<file path="config.mk">
export PLATFORM = sky130hd
export DESIGN_NAME = pkcs7_unpad_checker_top
export DESIGN_NICKNAME = d
export VERILOG_FILES = /design/src/hdl/p7u_pkg.sv /design/src/hdl/p7u_datapath.sv /design/src/hdl/p7u_ctrl.sv /design/src/hdl/pkcs7_unpad_checker_top.sv
export SDC_FILE = /design/constraint.sdc
export NUM_CORES = 1
export LEC_CHECK = 0
export BUFFER_PORTS_ARGS = -buffer_cell sky130_fd_sc_hd__buf_2
export CORE_MARGIN = 1.5
export CORE_UTILIZATION = 60
export CTS_CLUSTER_DIAMETER = 40
export DETAILED_ROUTE_END_ITERATION = 8
export PLACE_DENSITY = 0.87
export SKIP_CTS_REPAIR_TIMING = 1
export SYNTH_ARGS = -nofsm -noshare
export SYNTH_HDL_FRONTEND = slang
export SYNTH_HIERARCHICAL = 1
export SYNTH_SLANG_ARGS = --single-unit
</file>
<file path="constraint.sdc">
create_clock -name aclk -period 8.9 [get_ports aclk]
set_clock_uncertainty 0.1 [all_clocks]
set_input_delay 1.78 -clock aclk [delete_from_list [all_inputs] [get_ports aclk]]
set_output_delay 1.78 -clock aclk [all_outputs]
set_load 0.005 [all_outputs]
</file>
<file path="src/hdl/p7u_pkg.sv">
`timescale 1ns / 1ps
// ----------------------------------------------------------------------------
// p7u_pkg
// shared types and constants for the pkcs#7 padding removal block
// ----------------------------------------------------------------------------
package p7u_pkg;

    localparam int MAX_BLOCK_DEF = 16;

    // block size register
    localparam int              BS_W     = 5;
    localparam logic [BS_W-1:0] BS_RESET = 5'd16;

    // end status codes
    localparam logic [1:0] CODE_OK       = 2'd0;
    localparam logic [1:0] CODE_LEN      = 2'd1;
    localparam logic [1:0] CODE_PAD_LEN  = 2'd2;
    localparam logic [1:0] CODE_PAD_BYTE = 2'd3;

    typedef struct packed {
        logic [7:0] data_byte;
        logic       final_byte;
    } in_item_t;

    typedef struct packed {
        logic [7:0] out_byte;
        logic       status_item;
        logic [1:0] status_code;
        logic       run_last;
    } out_item_t;

    typedef enum logic [1:0] {
        S_IDLE,
        S_CHECK,
        S_RELEASE,
        S_STATUS
    } ctrl_state_t;

    // controller to datapath
    typedef struct packed {
        logic accept;
        logic rot_step;
        logic rel_step;
        logic emit_status;
    } dp_cmd_t;

    // datapath to controller
    typedef struct packed {
        logic out_free;
        logic in_final;
        logic rot_last;
        logic check_ok;
        logic keep_zero;
        logic rel_last;
    } dp_stat_t;

endpackage

</file>
<file path="src/hdl/p7u_datapath.sv">
`timescale 1ns / 1ps
// ----------------------------------------------------------------------------
// p7u_datapath
// hold buffer, counters, pad check and output register
// ----------------------------------------------------------------------------
module p7u_datapath #(
    parameter int MAX_BLOCK = p7u_pkg::MAX_BLOCK_DEF
) (
    input  logic                     aclk,
    input  logic                     aresetn,
    input  logic                     cfg_we,
    input  logic [p7u_pkg::BS_W-1:0] cfg_wdata,
    input  p7u_pkg::in_item_t        s_data,
    input  logic                     m_ready,
    output logic                     m_valid,
    output p7u_pkg::out_item_t       m_data,
    input  p7u_pkg::dp_cmd_t         cmd,
    output p7u_pkg::dp_stat_t        stat
);
    import p7u_pkg::*;

    localparam int DEPTH = MAX_BLOCK + 1;
    localparam int IDX_W = $clog2(DEPTH);
    localparam int CNT_W = $clog2(MAX_BLOCK + 2);
    localparam logic [CNT_W-1:0] MAX_CNT = CNT_W'(MAX_BLOCK);
    localparam logic [CNT_W-1:0] ROT_END = CNT_W'(DEPTH - 1);

    logic [7:0]       hold_reg [DEPTH];
    logic [7:0]       hold_next [DEPTH];
    logic [BS_W-1:0]  bs_reg;
    logic [CNT_W-1:0] held_reg, held_next;
    logic [CNT_W-1:0] phase_reg, phase_next;
    logic [CNT_W-1:0] step_reg, step_next;
    logic [CNT_W-1:0] cnt_reg, keep_reg;
    logic [7:0]       pad_reg;
    logic [1:0]       code_reg;
    logic             m_valid_reg, m_valid_next;
    out_item_t        m_data_reg, m_data_next;

    logic [CNT_W-1:0] eff_bs;
    logic             rel_now;
    logic             shift_in;
    logic [CNT_W-1:0] wr_idx;
    logic [CNT_W-1:0] phase_inc;
    logic [CNT_W-1:0] cnt_in;
    logic [CNT_W-1:0] keep_in;
    logic [CNT_W-1:0] step_inc;
    logic [7:0]       pad_in;
    logic [1:0]       early_code;
    logic             mismatch;
    logic             out_free;
    logic             out_load;

    // block size clamped to 1..MAX_BLOCK
    always_comb begin
        if (bs_reg == '0) begin
            eff_bs = CNT_W'(1);
        end else if (8'(bs_reg) > 8'(MAX_BLOCK)) begin
            eff_bs = MAX_CNT;
        end else begin
            eff_bs = CNT_W'(bs_reg);
        end
    end

    assign rel_now   = (held_reg >= eff_bs) && (held_reg != '0);
    assign shift_in  = rel_now && !s_data.final_byte;
    assign wr_idx    = held_reg - CNT_W'(shift_in);
    assign phase_inc = phase_reg + CNT_W'(1);
    assign cnt_in    = held_reg + CNT_W'(1);
    assign pad_in    = s_data.data_byte;
    assign keep_in   = cnt_in - CNT_W'(pad_in);
    assign step_inc  = step_reg + CNT_W'(1);

    // length and pad range checks on the final byte
    always_comb begin
        if (phase_inc != eff_bs) begin
            early_code = CODE_LEN;
        end else if (pad_in == 8'd0 || pad_in > 8'(eff_bs) || pad_in > 8'(cnt_in)) begin
            early_code = CODE_PAD_LEN;
        end else begin
            early_code = CODE_OK;
        end
    end

    // pad byte compare while the buffer rotates past slot 0
    assign mismatch = cmd.rot_step && (step_reg >= keep_reg) && (step_reg < cnt_reg)
                      && (hold_reg[0] != pad_reg);

    always_comb begin
        hold_next = hold_reg;
        if (cmd.accept) begin
            if (shift_in) begin
                for (int i = 0; i < DEPTH - 1; i++) begin
                    hold_next[i] = hold_reg[i+1];
                end
            end
            hold_next[wr_idx[IDX_W-1:0]] = s_data.data_byte;
        end else if (cmd.rot_step) begin
            for (int i = 0; i < DEPTH - 1; i++) begin
                hold_next[i] = hold_reg[i+1];
            end
            hold_next[DEPTH-1] = hold_reg[0];
        end else if (cmd.rel_step) begin
            for (int i = 0; i < DEPTH - 1; i++) begin
                hold_next[i] = hold_reg[i+1];
            end
        end
    end

    always_comb begin
        held_next  = held_reg;
        phase_next = phase_reg;
        step_next  = step_reg;
        if (cmd.accept) begin
            if (s_data.final_byte) begin
                held_next  = '0;
                phase_next = '0;
                step_next  = '0;
            end else begin
                held_next  = wr_idx + CNT_W'(1);
                phase_next = (phase_inc >= eff_bs) ? '0 : phase_inc;
            end
        end else if (cmd.rot_step) begin
            step_next = (step_reg == ROT_END) ? '0 : step_inc;
        end else if (cmd.rel_step) begin
            step_next = step_inc;
        end
    end

    assign out_free = !m_valid_reg || m_ready;
    assign out_load = (cmd.accept && shift_in) || cmd.rel_step || cmd.emit_status;

    always_comb begin
        m_data_next             = m_data_reg;
        m_data_next.out_byte    = hold_reg[0];
        m_data_next.status_item = 1'b0;
        m_data_next.status_code = CODE_OK;
        m_data_next.run_last    = cmd.accept;
        if (cmd.emit_status) begin
            m_data_next.out_byte    = 8'd0;
            m_data_next.status_item = 1'b1;
            m_data_next.status_code = code_reg;
            m_data_next.run_last    = 1'b1;
        end
        if (out_load) begin
            m_valid_next = 1'b1;
        end else if (m_ready) begin
            m_valid_next = 1'b0;
        end else begin
            m_valid_next = m_valid_reg;
        end
    end

    always_ff @(posedge aclk) begin
        if (!aresetn) begin
            bs_reg      <= BS_RESET;
            held_reg    <= '0;
            phase_reg   <= '0;
            step_reg    <= '0;
            m_valid_reg <= 1'b0;
        end else begin
            if (cfg_we) begin
                bs_reg <= cfg_wdata;
            end
            held_reg    <= held_next;
            phase_reg   <= phase_next;
            step_reg    <= step_next;
            m_valid_reg <= m_valid_next;
        end
    end

    always_ff @(posedge aclk) begin
        hold_reg <= hold_next;
        if (out_load) begin
            m_data_reg <= m_data_next;
        end
        if (cmd.accept && s_data.final_byte) begin
            cnt_reg  <= cnt_in;
            keep_reg <= keep_in;
            pad_reg  <= pad_in;
            code_reg <= early_code;
        end else if (mismatch && code_reg == CODE_OK) begin
            code_reg <= CODE_PAD_BYTE;
        end
    end

    assign m_valid = m_valid_reg;
    assign m_data  = m_data_reg;

    assign stat.out_free  = out_free;
    assign stat.in_final  = s_data.final_byte;
    assign stat.rot_last  = (step_reg == ROT_END);
    assign stat.check_ok  = (code_reg == CODE_OK) && !mismatch;
    assign stat.keep_zero = (keep_reg == '0);
    assign stat.rel_last  = (step_inc == keep_reg);

endmodule

</file>
<file path="src/hdl/p7u_ctrl.sv">
`timescale 1ns / 1ps
// ----------------------------------------------------------------------------
// p7u_ctrl
// sequencer for byte intake and the end-of-message check and flush
// ----------------------------------------------------------------------------
module p7u_ctrl (
    input  logic              aclk,
    input  logic              aresetn,
    input  logic              s_valid,
    output logic              s_ready,
    output p7u_pkg::dp_cmd_t  cmd,
    input  p7u_pkg::dp_stat_t stat
);
    import p7u_pkg::*;

    ctrl_state_t state_reg, state_next;

    always_ff @(posedge aclk) begin
        if (!aresetn) begin
            state_reg <= S_IDLE;
        end else begin
            state_reg <= state_next;
        end
    end

    always_comb begin
        state_next = state_reg;
        s_ready    = 1'b0;
        cmd        = '0;
        unique case (state_reg)
            S_IDLE: begin
                s_ready    = stat.out_free;
                cmd.accept = s_valid && stat.out_free;
                if (cmd.accept && stat.in_final) begin
                    state_next = S_CHECK;
                end
            end
            S_CHECK: begin
                cmd.rot_step = 1'b1;
                if (stat.rot_last) begin
                    state_next = (stat.check_ok && !stat.keep_zero) ? S_RELEASE : S_STATUS;
                end
            end
            S_RELEASE: begin
                if (stat.out_free) begin
                    cmd.rel_step = 1'b1;
                    if (stat.rel_last) begin
                        state_next = S_STATUS;
                    end
                end
            end
            S_STATUS: begin
                if (stat.out_free) begin
                    cmd.emit_status = 1'b1;
                    state_next      = S_IDLE;
                end
            end
            default: begin
                state_next = S_IDLE;
            end
        endcase
    end

endmodule

</file>
<file path="src/hdl/pkcs7_unpad_checker_top.sv">
`timescale 1ns / 1ps
// ----------------------------------------------------------------------------
// pkcs7_unpad_checker_top
// pkcs#7 padding removal and check on a byte stream
// ----------------------------------------------------------------------------
// usage
//   s_ channel: one message byte per transfer, final_byte set on the last one.
//   m_ channel: released bytes (status_item 0) and one end status item per
//   message (status_item 1, status_code 0 ok, else the failure reason).
//   cfg_we/cfg_wdata write the block length; write it only while idle.
// intake and flush
//   a non-final byte is written into the hold buffer; the byte it pushes out
//   of the hold buffer is presented on m_ the next cycle, and the next byte is
//   taken at once as long as the output register is empty or being drained.
//   a final byte starts a flush: the hold buffer rotates through the pad
//   compare at slot 0, then the kept bytes are released if the check passed,
//   then the status item goes out; s_ready stays low meanwhile.
// reset and stall
//   reset empties the hold buffer count, clears the phase, sets the block
//   length to 16 and drops m_valid. a stalled m_ready holds the output
//   register and s_ready falls until it drains; nothing is lost or repeated.
//   on an error status, bytes released earlier must be dropped downstream.
// ----------------------------------------------------------------------------
module pkcs7_unpad_checker_top #(
    parameter int MAX_BLOCK = p7u_pkg::MAX_BLOCK_DEF
) (
    input  logic                     aclk,
    input  logic                     aresetn,
    input  logic                     cfg_we,
    input  logic [p7u_pkg::BS_W-1:0] cfg_wdata,
    input  logic                     s_valid,
    output logic                     s_ready,
    input  p7u_pkg::in_item_t        s_data,
    output logic                     m_valid,
    input  logic                     m_ready,
    output p7u_pkg::out_item_t       m_data
);
    import p7u_pkg::*;

    // command and status between sequencer and datapath
    dp_cmd_t  cmd;
    dp_stat_t stat;

    // sequencer: intake, rotate for the pad compare, release, status
    p7u_ctrl u_ctrl (
        .aclk    (aclk),
        .aresetn (aresetn),
        .s_valid (s_valid),
        .s_ready (s_ready),
        .cmd     (cmd),
        .stat    (stat)
    );

    // datapath: hold buffer, phase and count, checks, output register
    p7u_datapath #(
        .MAX_BLOCK (MAX_BLOCK)
    ) u_dp (
        .aclk      (aclk),
        .aresetn   (aresetn),
        .cfg_we    (cfg_we),
        .cfg_wdata (cfg_wdata),
        .s_data    (s_data),
        .m_ready   (m_ready),
        .m_valid   (m_valid),
        .m_data    (m_data),
        .cmd       (cmd),
        .stat      (stat)
    );

`ifndef SYNTHESIS
    // an input transfer never lands on a pending result
    a_no_overwrite: assert property (@(posedge aclk) disable iff (!aresetn)
        s_ready |-> (!m_valid || m_ready))
        else $error("input taken while output register is blocked");

    // a final byte closes intake until the flush is over
    a_flush_blocks: assert property (@(posedge aclk) disable iff (!aresetn)
        (s_valid && s_ready && s_data.final_byte) |=> !s_ready)
        else $error("input taken right after a final byte");

    // the status item always ends its run
    a_status_last: assert property (@(posedge aclk) disable iff (!aresetn)
        (m_valid && m_data.status_item) |-> m_data.run_last)
        else $error("status item without run_last");

    // byte items carry no error code
    a_byte_code: assert property (@(posedge aclk) disable iff (!aresetn)
        (m_valid && !m_data.status_item) |-> (m_data.status_code == CODE_OK))
        else $error("byte item with nonzero status code");
`endif

endmodule

</file>
==> results.json <==
{
  "status": "completed",
  "grt_pass1_wl_um": 34400,
  "reg2reg_slack_ns": 4.23,
  "critPathLaunchType": "input port",
  "cts_buffer_depth": 2,
  "yosys_most_used_dff": "edfxtp_1",
  "path_clk_slew_ns": 0.06,
  "fin_crit_ns": 4.81,
  "setup_viol": 0,
  "dr_total_vias": 6893,
  "synth.distinct_cells": 65,
  "dp_cells": 1008,
  "tns_ns": 0,
  "layout-drive-gt1-share": 0.132,
  "rr_worst_depth": 16,
  "drt_iter0_markers": 645,
  "maxCapViolCount": 0,
  "yosys_warnings": 6,
  "rsz0062_at_grt": "no",
  "drt-pass1-iter-count": 5,
  "syn_inst": 790,
  "fp.dieH_um": 131,
  "grt_pass1_vias": 6442,
  "async_flop_share": 0,
  "ios": 33,
  "antenna_found_initial": 0,
  "peakVddDrop_uv": 191,
  "setup.worst_path.end": "u_dp/hold_reg[109]$_DFFE_PP_",
  "fin_cells": 1039,
  "gp_congestion": 0.916,
  "syn-num-nets": 859,
  "worstReg2RegEnd": "u_dp/hold_reg[109]$_DFFE_PP_",
  "worstHoldPathType": "flop to flop",
  "row_count": 46,
  "grt_max_degree": 43,
  "layout_setup_ws_ns": 4.09,
  "vias_per_cell": 6.63,
  "finalHoldViolations": 0,
  "largest_register_ffs": 136,
  "core-area_sq_um": 15900,
  "yosys.area.top_type_share": 0.516,
  "cts_sinks": 191,
  "fp.dieArea_sq_um": 17100,
  "leakage_nw": 4.07,
  "die_w_um": 131,
  "port_buffers": 32,
  "cp_max_fo": 15,
  "antenna_cells": 0,
  "criticalPathCategory": "input port to flop",
  "rr_startpoint": "u_dp/bs_reg[2]$_SDFFE_PN0P_",
  "end_kind": "flop",
  "yosys.area.top_type": "edfxtp_1",
  "ys_seq_area_frac": 0.563,
  "grt_use_total": 0.275,
  "cts_made_buffers": 17,
  "drc": 0,
  "critPathLaunch": "s_data[0]",
  "cts-root-buf": "clkbuf_16",
  "antenna_left": 0,
  "fill_cells": 1138,
  "wire_per_inst_um": 21.4,
  "ys_seq_elements": 191,
  "slew-limit-headroom": 0.310,
  "ctsHtreeMaxLevel": 4,
  "overflow": 0,
  "worst_ep_arrival_time_ns": 4.77,
  "cts_tree": "built",
  "synth_edf_count": 168,
  "nets": 880,
  "synthTopCellsByArea": "edfxtp_1 52%, a22o_1 12%, ha_1 6.3%, dfxtp_1 4.7%, xnor2_1 1.9%",
  "post-route-period-util": 0.541,
  "power_density_nw_per_um2": 323,
  "area_growth_pct": 9.05,
  "start_util": 0.616,
  "clock.fmax_ghz": 0.208,
  "worstSkewPairLatency_ns": 0.43,
  "post-dp-hpwl_um": 14900,
  "slew_viol_final": 0,
  "netlist_top_cells_count": "168 x edfxtp_1, 131 x a22o_1, 49 x ha_1",
  "syn_avg_cell_area_sq_um": 12.4,
  "place_ws_ns": 3.74,
  "tightest_slew_ns": 1.03,
  "drt_wl_total_um": 22300,
  "syn_area_sq_um": 9780,
  "synth.most_common_cell": "edfxtp_1",
  "cp.required_ns": 8.86
}
## power by group
| part | switching (mW) | internal (mW) | leakage [nW] |
|---|---|---|---|
| clock | 0.343 | 0.366 | 0.266 |
| combinational | 0.653 | 0.385 | 2.00 |
| sequential | 0.164 | 1.53 | 1.80 |
| total | 1.16 | 2.28 | 4.07 |
## worst max-delay path, stage by stage
cell	delay, ns
buf_2	0.16
inv_1	0.11
nand3_1	0.15
inv_1	0.06
ha_1	0.20
ha_1	0.34
inv_1	0.12
ha_1	0.49
nand3_1	0.22
o21ai_2	0.45
inv_1	0.08
a21oi_1	0.60
## placed cells by master (no fill, tap or decap), types with 6 or more instances in the layout
master	netlist	final
edfxtp_1	168	168
a22o_1	131	131
ha_1	49	49
nand2_1	48	48
inv_1	44	44
buf_2	6	32
a21oi_1	31	31
nand3_1	31	31
nor2_1	26	24
dfxtp_1	23	23
xnor2_1	21	21
nor2b_1	18	18
o21ai_0	18	18
clkbuf_16	0	17
o21ai_2	12	12
o21ai_4	8	8
o2bb2ai_1	8	8
a21o_1	7	7
nand2b_1	7	7
and2_1	7	7
nand4_1	7	7
o21ai_1	7	7
buf_4	4	7
nor3b_1	6	6
## metrics by stage
step / utilization / cell area, sq um / total power [mW] / hold slack (ns)
6_report: 0.671 / 10700 / 3.44 / 0.414
5_1_grt: 0.671 / 10700 / 3.59 / 0.433
4_1_cts: 0.671 / 10700 / 3.43 / 0.414
3_5_place_dp: 0.637 / 10100 / 2.72 / 0.389
3_3_place_gp: 0.637 / 10100 / 2.68 / 0.389
2_1_floorplan: - / 9780 / 2.39 / 0.361
## layout make-up
| type | count | area (sq um) | area share |
|---|---|---|---|
| flip-flops and latches | 191 | 5510 | 0.516 |
| clock inverters | 14 | 126 | 0.0119 |
| inverters | 46 | 173 | 0.0162 |
| clock buffers | 17 | 425 | 0.0399 |
| repair buffers | 39 | 213 | 0.0199 |
| well taps | 216 | 270 | 0.0253 |
| multi-input cells | 516 | 3950 | 0.371 |
## cells by family after synthesis
logic type,synth area share
xor+xnor,0.0249
fa+ha+maj,0.0647
flops,0.563
mux,0.00512
buf+inv,0.0342
compound gates,0.213
simple gates,0.0948
## how the worst min path moves through the flow
stage / cells past startpoint / to / slack, ns / startpoint
final: 2 / u_dp/bs_reg[0]$_SDFFE_PN0P_ / 0.41 / u_dp/bs_reg[0]$_SDFFE_PN0P_
after global routing: 1 / u_dp/phase_reg[4]$_SDFFE_PN0P_ / 0.43 / u_dp/phase_reg[4]$_SDFFE_PN0P_
after floorplan: 2 / u_dp/bs_reg[0]$_SDFFE_PN0P_ / 0.36 / u_dp/bs_reg[0]$_SDFFE_PN0P_
after CTS: 1 / u_dp/phase_reg[4]$_SDFFE_PN0P_ / 0.41 / u_dp/phase_reg[4]$_SDFFE_PN0P_
after detailed placement: 1 / u_dp/phase_reg[4]$_SDFFE_PN0P_ / 0.39 / u_dp/phase_reg[4]$_SDFFE_PN0P_
after global placement: 1 / u_dp/phase_reg[4]$_SDFFE_PN0P_ / 0.39 / u_dp/phase_reg[4]$_SDFFE_PN0P_
## layer usage
layer | track usage | part of all wire | up-vias | wire [um]
met5 | 0 | 0 | - | 0
met4 | 0.114 | 0.024 | 0 | 544
met3 | 0.0546 | 0.086 | 53 | 1910
met2 | 0.447 | 0.47 | 386 | 10500
met1 | 0.365 | 0.42 | 3358 | 9270
li1 | - | - | 3096 | -
No activity file was read; power rests on OpenSTA's default activity.
